--- src/rtl/trc_pkg.sv ---
package trc_pkg;

    // Message layout
    localparam int MAX_SYMBOLS       = 12;
    localparam int SYM_W             = 2;
    localparam int MSG_W             = MAX_SYMBOLS * SYM_W;
    localparam int SYM_IDX_W         = 4;
    localparam int SYMBOLS_PER_FRAME = 12;

    // Register file
    localparam int PW_W       = 12;
    localparam int RC_W       = 4;
    localparam int CFG_IDX_W  = 2;
    localparam int CFG_DATA_W = 12;
    localparam int TICK_W     = 17;

    localparam logic [PW_W-1:0] PW_RESET = PW_W'(350);
    localparam logic [RC_W-1:0] RC_RESET = RC_W'(10);

    typedef enum logic [CFG_IDX_W-1:0] {
        CFG_PULSE_WIDTH  = 2'd0,
        CFG_REPEAT_COUNT = 2'd1
    } cfg_index_t;

    typedef enum logic [SYM_W-1:0] {
        SYM_ZERO    = 2'd0,
        SYM_ONE     = 2'd1,
        SYM_FLOAT   = 2'd2,
        SYM_INVALID = 2'd3
    } symbol_t;

    typedef enum logic [1:0] {
        STATUS_TICK        = 2'd0,
        STATUS_ACCEPTED    = 2'd1,
        STATUS_BAD_SYMBOL  = 2'd2,
        STATUS_BUSY        = 2'd3
    } status_t;

    typedef enum logic {
        MODE_START = 1'b0,
        MODE_TICK  = 1'b1
    } mode_t;

    typedef struct packed {
        logic    line_level;
        logic    busy_res;
        status_t status;
        logic    done_res;
    } trc_result_t;

    // Symbol i sits in bits (23-2i):(22-2i)
    function automatic symbol_t sym_at(input logic [MSG_W-1:0] msg,
                                       input logic [SYM_IDX_W-1:0] idx);
        logic [MSG_W-1:0] shifted;
        shifted = msg << ({1'b0, idx} << 1);
        return symbol_t'(shifted[MSG_W-1 -: SYM_W]);
    endfunction

endpackage

--- src/rtl/tristate_remote_code_encoder_unit.sv ---
// Tristate remote-code encoder for a 433 MHz transmitter line.
// Input channel (s_*): mode 0 starts a message of twelve 2-bit symbols
// (first symbol in bits 23:22); mode 1 is one time tick of the waveform.
// Result channel (m_*): one result per input transfer, carrying the line
// level for that tick, the busy flag after the item, a status code and a
// done flag on the last tick of the final frame repeat.
// Config channel (cfg_*): index 0 is the pulse width in ticks, index 1 the
// repeat count; write only while no item is in flight. A write during a
// transmission applies from the next tick on. cfg_ready is always high;
// unknown indexes are ignored.
// Timing: m_valid rises once the item has passed the input register, then
// the result register. Throughput: one item per cycle while the receiver
// takes results, as the waveform state machine steps once per item.
// Reset clears the control state: the block is idle with pulse width 350 and
// repeat count 10. When the receiver stalls, the result register holds and the
// input register fills; s_ready drops only when both are full.
module tristate_remote_code_encoder_unit import trc_pkg::*; #(
    parameter int SYMBOLS_PER_FRAME = trc_pkg::SYMBOLS_PER_FRAME
) (
    input  logic                  aclk,
    input  logic                  aresetn,
    input  logic                  s_valid,
    output logic                  s_ready,
    input  logic                  s_mode,
    input  logic [MSG_W-1:0]      s_symbols,
    output logic                  m_valid,
    input  logic                  m_ready,
    output logic                  m_line_level,
    output logic                  m_busy_res,
    output logic [1:0]            m_status,
    output logic                  m_done_res,
    input  logic                  cfg_valid,
    output logic                  cfg_ready,
    input  logic [CFG_IDX_W-1:0]  cfg_index,
    input  logic [CFG_DATA_W-1:0] cfg_data
);

    logic              in_valid_reg;
    logic              in_mode_reg;
    logic [MSG_W-1:0]  in_symbols_reg;
    logic              out_valid_reg;
    trc_result_t       out_reg;
    logic [PW_W-1:0]   pw_reg;
    logic [RC_W-1:0]   rc_reg;
    logic              advance;
    trc_result_t       step_result;

    // Move the held item into the result register when there is room
    assign advance   = in_valid_reg && (!out_valid_reg || m_ready);
    assign s_ready   = !in_valid_reg || advance;
    assign cfg_ready = 1'b1;

    // Configuration registers
    always_ff @(posedge aclk) begin
        if (!aresetn) begin
            pw_reg <= PW_RESET;
            rc_reg <= RC_RESET;
        end else if (cfg_valid) begin
            case (cfg_index)
                CFG_PULSE_WIDTH:  pw_reg <= cfg_data[PW_W-1:0];
                CFG_REPEAT_COUNT: rc_reg <= cfg_data[RC_W-1:0];
                default: ;
            endcase
        end
    end

    // Input register
    always_ff @(posedge aclk) begin
        if (!aresetn) begin
            in_valid_reg <= 1'b0;
        end else if (s_ready) begin
            in_valid_reg <= s_valid;
        end
    end

    always_ff @(posedge aclk) begin
        if (s_valid && s_ready) begin
            in_mode_reg    <= s_mode;
            in_symbols_reg <= s_symbols;
        end
    end

    trc_core #(
        .SYMBOLS_PER_FRAME (SYMBOLS_PER_FRAME)
    ) u_core (
        .aclk         (aclk),
        .aresetn      (aresetn),
        .step_en      (advance),
        .mode         (in_mode_reg),
        .symbols      (in_symbols_reg),
        .pulse_width  (pw_reg),
        .repeat_count (rc_reg),
        .result       (step_result)
    );

    // Result register
    always_ff @(posedge aclk) begin
        if (!aresetn) begin
            out_valid_reg <= 1'b0;
        end else if (advance) begin
            out_valid_reg <= 1'b1;
        end else if (m_ready) begin
            out_valid_reg <= 1'b0;
        end
    end

    always_ff @(posedge aclk) begin
        if (advance) begin
            out_reg <= step_result;
        end
    end

    assign m_valid      = out_valid_reg;
    assign m_line_level = out_reg.line_level;
    assign m_busy_res   = out_reg.busy_res;
    assign m_status     = out_reg.status;
    assign m_done_res   = out_reg.done_res;

endmodule

--- src/rtl/trc_core.sv ---
module trc_core import trc_pkg::*; #(
    parameter int SYMBOLS_PER_FRAME = trc_pkg::SYMBOLS_PER_FRAME
) (
    input  logic              aclk,
    input  logic              aresetn,
    input  logic              step_en,
    input  logic              mode,
    input  logic [MSG_W-1:0]  symbols,
    input  logic [PW_W-1:0]   pulse_width,
    input  logic [RC_W-1:0]   repeat_count,
    output trc_result_t       result
);

    localparam logic [SYM_IDX_W-1:0] LAST_COUNT = SYM_IDX_W'(SYMBOLS_PER_FRAME);

    logic [MSG_W-1:0]     msg_reg, msg_next;
    logic                 active_reg, active_next;
    logic [RC_W-1:0]      rep_idx_reg, rep_idx_next;
    logic [SYM_IDX_W-1:0] sym_idx_reg, sym_idx_next;
    logic                 bit_sel_reg, bit_sel_next;
    logic                 low_phase_reg, low_phase_next;
    logic                 in_sync_reg, in_sync_next;
    logic [TICK_W-1:0]    tick_reg, tick_next;

    logic [PW_W-1:0]      pw;
    logic [RC_W-1:0]      rc;
    logic [TICK_W-1:0]    pw1, pw3, pw31, hi_len, lo_len, len;
    logic [TICK_W-1:0]    tick_inc;
    logic [RC_W-1:0]      rep_inc;
    logic [SYM_IDX_W-1:0] sym_inc;
    symbol_t              cur_sym;
    logic                 bit_val;
    logic                 bad;

    // Phase lengths; zero settings act as one
    always_comb begin
        pw   = (pulse_width == '0) ? PW_W'(1) : pulse_width;
        rc   = (repeat_count == '0) ? RC_W'(1) : repeat_count;
        pw1  = TICK_W'(pw);
        pw3  = (pw1 << 1) + pw1;
        pw31 = (pw1 << 5) - pw1;
    end

    // Current bit of the frame
    always_comb begin
        cur_sym = sym_at(msg_reg, sym_idx_reg);
        bit_val = (cur_sym == SYM_ONE) || ((cur_sym == SYM_FLOAT) && bit_sel_reg);
        if (in_sync_reg) begin
            hi_len = pw1;
            lo_len = pw31;
        end else begin
            hi_len = bit_val ? pw3 : pw1;
            lo_len = bit_val ? pw1 : pw3;
        end
        len = low_phase_reg ? lo_len : hi_len;
    end

    // Scan the used symbol positions for an invalid code
    always_comb begin
        bad = 1'b0;
        for (int i = 0; i < SYMBOLS_PER_FRAME; i++) begin
            if (sym_at(symbols, SYM_IDX_W'(i)) == SYM_INVALID) begin
                bad = 1'b1;
            end
        end
    end

    assign tick_inc = tick_reg + TICK_W'(1);
    assign rep_inc  = rep_idx_reg + RC_W'(1);
    assign sym_inc  = sym_idx_reg + SYM_IDX_W'(1);

    // Step the waveform for one item
    always_comb begin
        msg_next       = msg_reg;
        active_next    = active_reg;
        rep_idx_next   = rep_idx_reg;
        sym_idx_next   = sym_idx_reg;
        bit_sel_next   = bit_sel_reg;
        low_phase_next = low_phase_reg;
        in_sync_next   = in_sync_reg;
        tick_next      = tick_reg;
        result.line_level = 1'b0;
        result.status     = STATUS_TICK;
        result.done_res   = 1'b0;

        if (mode == MODE_START) begin
            if (active_reg) begin
                result.status = STATUS_BUSY;
            end else if (bad) begin
                result.status = STATUS_BAD_SYMBOL;
            end else begin
                result.status  = STATUS_ACCEPTED;
                msg_next       = symbols;
                active_next    = 1'b1;
                rep_idx_next   = '0;
                sym_idx_next   = '0;
                bit_sel_next   = 1'b0;
                low_phase_next = 1'b0;
                in_sync_next   = 1'b0;
                tick_next      = '0;
            end
        end else if (active_reg) begin
            result.line_level = !low_phase_reg;
            tick_next         = tick_inc;
            if (tick_inc >= len) begin
                tick_next = '0;
                if (!low_phase_reg) begin
                    low_phase_next = 1'b1;
                end else begin
                    low_phase_next = 1'b0;
                    if (in_sync_reg) begin
                        in_sync_next = 1'b0;
                        rep_idx_next = rep_inc;
                        if (rep_inc >= rc) begin
                            result.done_res = 1'b1;
                            active_next     = 1'b0;
                            rep_idx_next    = '0;
                        end
                    end else if (!bit_sel_reg) begin
                        bit_sel_next = 1'b1;
                    end else begin
                        bit_sel_next = 1'b0;
                        sym_idx_next = sym_inc;
                        if (sym_inc >= LAST_COUNT) begin
                            sym_idx_next = '0;
                            in_sync_next = 1'b1;
                        end
                    end
                end
            end
        end
        result.busy_res = active_next;
    end

    // Commit state when an item is processed
    always_ff @(posedge aclk) begin
        if (!aresetn) begin
            msg_reg       <= '0;
            active_reg    <= 1'b0;
            rep_idx_reg   <= '0;
            sym_idx_reg   <= '0;
            bit_sel_reg   <= 1'b0;
            low_phase_reg <= 1'b0;
            in_sync_reg   <= 1'b0;
            tick_reg      <= '0;
        end else if (step_en) begin
            msg_reg       <= msg_next;
            active_reg    <= active_next;
            rep_idx_reg   <= rep_idx_next;
            sym_idx_reg   <= sym_idx_next;
            bit_sel_reg   <= bit_sel_next;
            low_phase_reg <= low_phase_next;
            in_sync_reg   <= in_sync_next;
            tick_reg      <= tick_next;
        end
    end

endmodule

--- config.mk ---
export PLATFORM = sky130hd
export DESIGN_NAME = tristate_remote_code_encoder_unit
export DESIGN_NICKNAME = d
export VERILOG_FILES = /design/src/rtl/trc_pkg.sv /design/src/rtl/tristate_remote_code_encoder_unit.sv /design/src/rtl/trc_core.sv
export SDC_FILE = /design/constraint.sdc
export NUM_CORES = 1
export LEC_CHECK = 0
export BUFFER_PORTS_ARGS = -buffer_cell sky130_fd_sc_hd__buf_2
export CAP_MARGIN = 20
export CORE_ASPECT_RATIO = 2
export CORE_MARGIN = 2
export CORE_UTILIZATION = 38
export DETAILED_ROUTE_END_ITERATION = 6
export PLACE_DENSITY = 0.61
export SETUP_SLACK_MARGIN = 0.4
export SYNTH_ARGS = -nofsm -noshare
export SYNTH_HDL_FRONTEND = slang
export SYNTH_SLANG_ARGS = --single-unit
export TNS_END_PERCENT = 100
--- constraint.sdc ---
create_clock -name aclk -period 7.39 [get_ports aclk]
set_clock_uncertainty 0.15 [all_clocks]
set_input_delay 0.739 -clock aclk [delete_from_list [all_inputs] [get_ports aclk]]
set_output_delay 0.739 -clock aclk [all_outputs]
set_load 0.01 [all_outputs]
Word level (Yosys, flattened, before mapping)
Cells that the tools add are included.

storage, ports and cells
  input port bits = 44
  register bits = 101
  output and inout bits = 8

operators by class
  $lt $le $gt $ge = 3
  shifts and indexed selects = 1
  bitwise gates (word level) = 3
  mux-type cells = 71
  add/subtract/negate cells = 5
  equality and inequality tests = 23
  reduce and logical (&&, ||, !) cells = 24

operators with widths
  kind                   count
  $mux 17                10
  $mux 4                 16
  $mux 1                 42
  $eq 2x2->1 const B     13
  $shl 24x5->24          1
  $add 17x1->17 const B  1
  $ge 17x17->1           1
  $sub 17x12->17         1
  $add 13x12->14         1
  $ne 2x2->1 const B     7
  $reduce_and 7->1       2
  $logic_not 12->1       1
  $mux 12                1
  $reduce_and 5->1       2
  $add 4x1->4 const B    2
  $reduce_and 4->1       2
  $reduce_and 8->1       1
  $reduce_and 2->1       3
  $reduce_and 6->1       1
  $eq 2x1->1 const B     2
  $ge 4x4->1             1
  $ge 4x4->1 const B     1
  $logic_not 4->1        1
  $mux 2                 2
  7 further kinds        15

Depth between registers and ports, before layout
Gate-level depths: netlist of run 1.

  depth in word-level cells = 16
  gate-level depth with buffers = 28
  depth with buffers taken out = 25

Hierarchy
Synthesis of run 1 repeated with hierarchy kept, for this count alone.

unflattened totals
  cells, all modules = 816
  area total of the unflattened synthesis = 7,070.5 um^2

modules (own cells, without submodules)
  module                             area an instance (um^2)  instances  cells each
  trc_core                           5,395.2                  1          705
  tristate_remote_code_encoder_unit  1,675.4                  1          111

Least setup slack after synthesis of run 1
No wires, ideal clock.

  path kind = register -> register
  start = register pw_reg[6]
  end = register u_core.tick_reg[11]
  arrival = 5.418 ns
  data required time = 7.149 ns
  path slack = 1.731 ns
  stages on the path, launching flop included = 28
  path through = dfxtp_1 clkbuf_1 inv_1 ha_1 nand4b_1 nor2_1 nand2_1 clkbuf_1 nand2_1 ha_1 nand4b_1 o2111ai_1 a41o_1 a31oi_1 nor2_1 o21ai_0 xnor2_1 a31oi_1 ha_1 and4_1 o31ai_1 nand3_1 a31oi_1 o21ai_1 nor3b_1 buf_2 a21oi_1 a311oi_1

on the way
  longest elaborated chain between the ends = 10
  elaborated cells on any way between the ends = 13
  those cells by class = add/sub: 2; order compare: 1; mux: 9; reduce/logical: 1

RTL lines
  what                        RTL line                                 source
  from (decl)                 tristate_remote_code_encoder_unit.sv:43  logic [PW_W-1:0] pw_reg;
  from (signal assigned)      tristate_remote_code_encoder_unit.sv:60  CFG_PULSE_WIDTH: pw_reg <= cfg_data[PW_W-1:0];
  $logic_not 12->1            trc_core.sv:37                           pw = (pulse_width == '0) ? PW_W'(1) : pulse_width;
  $mux 12 *                   trc_core.sv:37
  $add 13x12->14              trc_core.sv:40                           pw3 = (pw1 << 1) + pw1;
  $mux 17 (on tied branches)  trc_core.sv:52, trc_core.sv:53
  $mux 17                     trc_core.sv:48                           if (in_sync_reg) begin
  $mux 17 *                   trc_core.sv:55                           len = low_phase_reg ? lo_len : hi_len;
  $ge 17x17->1 *              trc_core.sv:105                          if (tick_inc >= len) begin
  $mux 17 *                   trc_core.sv:105
  $mux 17 *                   trc_core.sv:102                          end else if (active_reg) begin
  $mux 17 *                   trc_core.sv:86                           if (mode == MODE_START) begin
  to (signal assigned)        trc_core.sv:154                          tick_reg <= tick_next;
  to (decl)                   trc_core.sv:23                           logic [TICK_W-1:0] tick_reg, tick_next;

Mark *: on every way between the ends. The rest lies on a longest branch, timed or not. The select of a mux whose other input is x is not followed.
A chain may end at the register's enable or synchronous reset.

Worst setup path in the final report of run 1
  start = register pw_reg[11]
  end = register u_core.rep_idx_reg[0]

on the way
  longest elaborated chain between the ends = 9
  elaborated cells on any way between the ends = 12
  those cells by class = add/sub: 2; order compare: 1; eq/ne: 1; mux: 6; reduce/logical: 2

RTL lines
  what                                 RTL line                        source
  $logic_not 12->1                     trc_core.sv:37
  $mux 12 *                            trc_core.sv:37
  $add 13x12->14                       trc_core.sv:40
  $mux 17 (on tied branches)           trc_core.sv:52, trc_core.sv:53
  $mux 17                              trc_core.sv:48
  $mux 17 *                            trc_core.sv:55
  $ge 17x17->1 *                       trc_core.sv:105
  $ne 2x2->1 (no source line) *        -
  $reduce_and 7->1 (no source line) *  -
  to (signal assigned)                 trc_core.sv:149                 rep_idx_reg <= rep_idx_next;
  to (decl)                            trc_core.sv:18                  logic [RC_W-1:0] rep_idx_reg, rep_idx_next;

Mark *: on every way between the ends. The rest lies on a longest branch, timed or not.

==> impl_metrics.env, run 1 <==
export IMPL_n_fill_cell=1758
export IMPL_synth_cell_types=76
export IMPL_grt_max_degree=51
export IMPL_cts_sinks=101
export IMPL_diodes=0
export IMPL_core_mm2=0.01719
export IMPL_drt_wl_total_mm=18.40
export IMPL_fin_ws_ns=1.008
export IMPL_fmaxAchievable_mhz=156.7
export IMPL_p_per_area_mw_per_mm2=166.1
export IMPL_cts_hold_buf=0
export IMPL_finalMaxSlewViolations=0
export IMPL_vias_per_cell=5.693
export IMPL_synth_flop_cell="dfxtp_1"
export IMPL_ys_ff_latch=101
export IMPL_tns_ns=0
export IMPL_clockRootBuffer="clkbuf_16"
export IMPL_p_leak_nw=3.241
export IMPL_max_slew_margin=0.3342
export IMPL_postRouteAntennaNets=0
export IMPL_reg2reg_from="pw_reg[11]"
export IMPL_grt_pass1_wl_mm=29.36
export IMPL_firstDrtPassIters=6
export IMPL_yosys_warnings=0
export IMPL_synth_edff_count=30
export IMPL_cts_tree="done"
export IMPL_cts_buffers=9
export IMPL_fin_crit_sh=0.8636
export IMPL_routabilityCongestion=1.001
export IMPL_ys_seq_area_frac=0.3491
export IMPL_endpoint_kind="flop"
export IMPL_dpl_cell_count=998
export IMPL_synthArstFlopShare=0
export IMPL_min_delay_start="u_core.rep_idx_reg[3]"
export IMPL_dpl_cell_area_mm2=0.007073
export IMPL_hp_class="reg2reg"
export IMPL_r2r_cells=24
export IMPL_nets=899
export IMPL_ios=52
export IMPL_hold_ws_ns=0.3296
export IMPL_whs_path_depth=2
export IMPL_period_needed_ns=6.382
export IMPL_cap_violations=0
export IMPL_die_x_um=97.56
export IMPL_track_usage=0.2011
export IMPL_antenna_found_initial=0
export IMPL_rrSetupSlack_ns=1.01
export IMPL_worst_slew_pin_slew_ns=0.9943
export IMPL_via_count=5778
export IMPL_rsz0062_at_grt="false"
export IMPL_dieArea_mm2=0.01865
export IMPL_avgSynthCellArea_um2=8.696
export IMPL_drc=0
export IMPL_drtIter0Drc=311
export IMPL_synthCells=765
export IMPL_grt_pass1_vias=5822
export IMPL_clk_pin_slew_ns=0.07
export IMPL_clock_path_buffers=2
export IMPL_fin_cells=1015
export IMPL_synthesis_nets=864
export IMPL_start_util=0.3871
export IMPL_die_h_um=191.1
export IMPL_port_buffers=50
export IMPL_vdd_ir_drop_max_v=0.0001794
export IMPL_outcome="finished, final reports clean"
export IMPL_routedWlPerCell_um=18.13
export IMPL_worstSetupStartpointType="flop"
export IMPL_syn_area_mm2=0.006653
export IMPL_place_worst_setup_slack_ns=0.9530
export IMPL_final_cell_area_mm2=0.007382
export IMPL_hold_viol=0
export IMPL_drive_above_1_share=0.1168
export IMPL_grt_overflow=0
export IMPL_required_ns=7.53
export IMPL_setup_violations=0
export IMPL_cp_arrival_ns=6.52
export IMPL_path_max_fanout=12
export IMPL_path_class="reg2reg"
export IMPL_dp_hpwl_mm=14.52
export IMPL_htree_levels=3
export IMPL_r2r_end="u_core.rep_idx_reg[0]"
export IMPL_syn_to_final_growth_pct=10.96
export IMPL_clk_latency_ns=0.36
export IMPL_hold_end="u_core.rep_idx_reg[3]"
export IMPL_rows=68
## synth_stat cells (8+ instances only)
cell type,number,share of area
a21o_1,8,0.0090
a21oi_1,54,0.041
a22oi_1,8,0.0090
a31oi_1,16,0.015
and3_1,9,0.0085
clkbuf_1,27,0.015
dfxtp_1,71,0.21
edfxtp_1,30,0.14
ha_1,54,0.10
inv_1,42,0.024
mux2i_1,35,0.053
nand2_1,82,0.046
nand3_1,19,0.014
nor2_1,84,0.047
nor2b_1,10,0.0094
nor3_1,11,0.0083
o211ai_1,12,0.014
o21ai_0,35,0.026
xnor2_1,19,0.025
xor2_1,15,0.020
## power by group
group	switching [mW]	internal (mW)
logic	0.101	0.0644
clock network	0.219	0.240
registers	0.0141	0.587
total	0.335	0.891
## routing by layer
layer	wire length, um	global-route usage	up-vias
li1	-	-	2833
met1	6109	0.1819	2755
met2	10700	0.4077	134
met4	1197	0.1293	0
met5	0	0	-
met3	393	0.02267	56
## worst max-delay path, cell delays in order, from the launching register on
cell and delay, ns:
dfxtp_1 0.51, inv_1 0.17, ha_1 0.23, nand2_1 0.18, nor2_1 0.11, nand2_1 0.33
nand2_1 0.20, ha_1 0.39, nand3_1 0.14, o21ai_0 0.14, a21o_1 0.25, o2111ai_1 0.24
nand2_1 0.16, o22ai_1 0.41, and3_1 0.23, o21bai_1 0.07, ha_1 0.32, o21a_1 0.15
o21ai_0 0.10, o311ai_1 0.29, a31oi_1 0.14, o21ai_1 0.35, o221ai_1 0.29, a21oi_1 0.52
mux2i_1 0.24
## final cells by class
cell class	instances	area, um^2	share of cell area
clock inverters	6	43.79	0.005932
multi-input cells	583	4005	0.5425
flip-flops and latches	101	2323	0.3147
well taps	210	262.8	0.03559
inverters	46	172.7	0.02339
clock buffers	10	239.0	0.03237
repair buffers	59	335.3	0.04542
## metrics by stage
| stage | power (mW) | utilization |
|---|---|---|
| 2_1_floorplan | 0.7193 | - |
| 3_3_place_gp | 0.7770 | 0.4115 |
| 3_5_place_dp | 0.7768 | 0.4115 |
| 4_1_cts | 1.240 | 0.4280 |
| 5_1_grt | 1.278 | 0.4295 |
| 6_report | 1.226 | 0.4295 |
## cells by family (layout without fill, tap and decap cells)
group           after synthesis  count (layout)  synth area share
compound gates              202             202            0.2016
xor+xnor                     34              34           0.04476
fa+ha+maj                    55              55            0.1046
buf+inv                      81             121           0.04965
flops                       101             101            0.3491
mux                          43              43           0.08031
other cells                   1               1         0.0005637
simple gates                248             248            0.1695
## cells in the final DEF (no fill, tap or decap), drive strengths merged, types with 4 or more instances in the layout
cell,count
a22oi,8
nor2b,10
nor2,84
clkbuf,11
a211oi,4
o2111ai,4
mux2i,35
o21ai,40
nand2b,4
and2,7
mux4,8
xor2,15
edfxtp,30
o211ai,12
a311oi,5
a31oi,16
o31ai,6
xnor2,19
nand2,82
a21o,8
dfxtp,71
nor3,11
a21oi,55
ha,54
clkinv,5
nand4,6
nand3,19
buf,58
a22o,6
inv,46
and3,9
o21a,6
## repair_timing
item / CTS / global route
gates resized for setup: 0 / 1
setup endpoints to repair: 0 / 3
buffers inserted: 0 / 0
## worst max path at each step
stage,from,slack [ns],end,depth (start not counted)
detailed placement,pw_reg[6],0.95,u_core.tick_reg[8],26
finish,pw_reg[11],1.01,u_core.rep_idx_reg[0],24
global placement,pw_reg[6],1.0,u_core.tick_reg[8],26
global route,pw_reg[11],0.49,u_core.tick_reg[11],25
CTS,pw_reg[6],0.90,u_core.tick_reg[8],26
floorplan,pw_reg[6],1.73,u_core.tick_reg[11],27
(Power assumes the default switching activity.)
==> inputs of run 2 (changes only) <==
CORE_MARGIN = not set   (was 2)
clock period = 5.9 ns   (was 7.39 ns; I/O delays follow)
==> run 2 against run 1 <==
  * Global-route usage increased by 2.1 points
  * Clock-buffer cell count is 3 higher
  * Worst setup slack worse by 0.38 ns
  * Combinational power grew 46%
  * Sequential power grew 25%
  * Die area is 3.1% lower
  * Maximum frequency rose by 21%
  * Critical path type unchanged
  * Critical endpoint is now u_core.tick_reg[8]
==> impl_metrics.env, run 2 (synthesis gave the netlist of run 1 again) <==
export IMPL_htree_levels=3
export IMPL_via_count=5939
export IMPL_routedWlPerCell_um=18.28
export IMPL_cp_endpoint="u_core.tick_reg[8]"
export IMPL_die_x_um=95.56
export IMPL_cts_tree="done"
export IMPL_tns_ns=0
export IMPL_ios=52
export IMPL_final_cell_area_mm2=0.007859
export IMPL_cap_violations=0
export IMPL_finalMaxSlewViolations=0
export IMPL_hp_class="in2reg"
export IMPL_drt_wl_total_mm=19.13
export IMPL_worst_slew_pin_slew_ns=1.054
export IMPL_cts_buffers=9
export IMPL_mostFrequentLayoutCell="nor2_1"
export IMPL_cts_sinks=101
export IMPL_path_buf_inv=3
export IMPL_grt_pass1_wl_mm=29.79
export IMPL_hold_ws_ns=0.2572
export IMPL_path_max_fanout=6
export IMPL_max_slew_margin=0.2975
export IMPL_r2r_end="u_core.tick_reg[8]"
export IMPL_place_worst_setup_slack_ns=0.08266
export IMPL_fin_cells=1047
export IMPL_endpoint_kind="flop"
export IMPL_outcome="finished, final reports clean"
export IMPL_dp_hpwl_mm=14.89
export IMPL_fin_crit_sh=0.8937
export IMPL_routabilityCongestion=0.9444
export IMPL_reg2reg_from="pw_reg[4]"
export IMPL_firstDrtPassIters=4
export IMPL_period_needed_ns=5.273
export IMPL_rsz0062_at_grt="false"
export IMPL_track_usage=0.2222
export IMPL_setup_violations=0
export IMPL_path_class="reg2reg"
export IMPL_nets=931
export IMPL_vias_per_cell=5.672
export IMPL_p_leak_nw=3.439
export IMPL_clk_pin_slew_ns=0.07
export IMPL_syn_to_final_growth_pct=18.13
export IMPL_core_mm2=0.01719
export IMPL_rrSetupSlack_ns=0.63
export IMPL_dieArea_mm2=0.01807
export IMPL_drc=0
export IMPL_clockRootBuffer="clkbuf_16"
export IMPL_worstSetupStartpointType="flop"
export IMPL_dpl_cell_area_mm2=0.007246
export IMPL_fmaxAchievable_mhz=189.6
export IMPL_port_buffers=50
export IMPL_final_cell_mix="83 x nor2_1, 74 x nand2_1, 68 x dfxtp_1"
export IMPL_antenna_found_initial=0
export IMPL_slowest_stage="dfxtp_2"
export IMPL_cpPeakStageDelay_ns=0.40
export IMPL_r2r_cells=26
export IMPL_required_ns=6.02
export IMPL_drtIter0Drc=331
export IMPL_start_util=0.3871
export IMPL_vdd_ir_drop_max_v=0.0001805
export IMPL_postRouteAntennaNets=0
export IMPL_drive_above_1_share=0.1959
export IMPL_cp_common_cell="ha_1"
export IMPL_fin_ws_ns=0.6270
export IMPL_critPathLaunch="pw_reg[4]"
export IMPL_cp_top_family="compound AO/OA/AOI/OAI gates"
export IMPL_rows=68
export IMPL_diodes=0
export IMPL_clk_latency_ns=0.36
export IMPL_clock_path_buffers=2
export IMPL_grt_pass1_vias=5850
export IMPL_hold_viol=0
export IMPL_grt_overflow=0
export IMPL_p_per_area_mw_per_mm2=208.9
export IMPL_die_h_um=189.1
export IMPL_dpl_cell_count=1021
export IMPL_cp_arrival_ns=5.39
export IMPL_grt_max_degree=51
export IMPL_cp_depth=26
## run 2: where the power goes
group / total [mW] / switching [mW] / leakage [nW] / internal [mW]
Sequential: 0.750 / 0.0143 / 0.865 / 0.735
Combinational: 0.242 / 0.145 / 2.41 / 0.0971
Clock: 0.650 / 0.267 / 0.161 / 0.383
Total: 1.64 / 0.426 / 3.44 / 1.22
## run 2: stage by stage
stage	utilization	total power, mW
2_1_floorplan	-	0.9011
3_3_place_gp	0.4216	0.9833
3_5_place_dp	0.4216	0.9833
4_1_cts	0.4447	1.641
5_1_grt	0.4573	1.705
6_report	0.4573	1.642
## run 2: timing repair
action,4_1_cts,5_1_grt
gates resized for setup,14,37
gates cloned,0,1
setup endpoints to repair,27,31
pin swaps,2,12
setup buffers,2,7
hold buffers,0,0
## run 2: worst min-delay path by stage
stage / start / to / slack, ns / depth (start not counted)
floorplan: u_core.rep_idx_reg[3] / u_core.rep_idx_reg[3] / 0.30 / 2
global placement: u_core.rep_idx_reg[3] / u_core.rep_idx_reg[3] / 0.31 / 2
detailed placement: u_core.rep_idx_reg[3] / u_core.rep_idx_reg[3] / 0.32 / 2
CTS: s_symbols[10] / in_symbols_reg[10] / 0.24 / 1
global route: s_symbols[12] / in_symbols_reg[12] / 0.24 / 1
finish: s_symbols[7] / in_symbols_reg[7] / 0.26 / 1
## run 2: per-layer routing
metal	GRT usage	vias up	part of all wire
li1	-	2898	-
met1	0.2010	2800	0.33
met2	0.4212	159	0.56
met3	0.03454	82	0.024
met4	0.1659	0	0.083
met5	0	-	0
## run 2: final cells by class
class	instances	area (um^2)
sequential	101	2326
clock buffer	13	282.8
multi-input combinational	583	4202
clock inverter	3	45.04
fill	1689	9328
inverter	46	172.7
timing repair buffer	91	568.0
tap	210	262.8
## run 2: worst reg2reg max path, stage by stage (launching register included)
cell and delay, ns:
dfxtp_2 0.40, inv_1 0.07, ha_1 0.21, nand4b_1 0.13, nor2_2 0.07, nand2_2 0.12
nand2_2 0.12, ha_1 0.32, buf_4 0.13, nand3_2 0.14, o21ai_2 0.23, a21o_1 0.20
o2111ai_2 0.17, a21oi_2 0.22, o22ai_4 0.11, and3_1 0.17, o21bai_1 0.18, ha_1 0.29
and4_1 0.22, o31ai_1 0.23, nand3_1 0.16, a31oi_4 0.23, o21ai_4 0.12, nor3b_2 0.26
buf_4 0.19, a41oi_1 0.12, a311oi_1 0.25
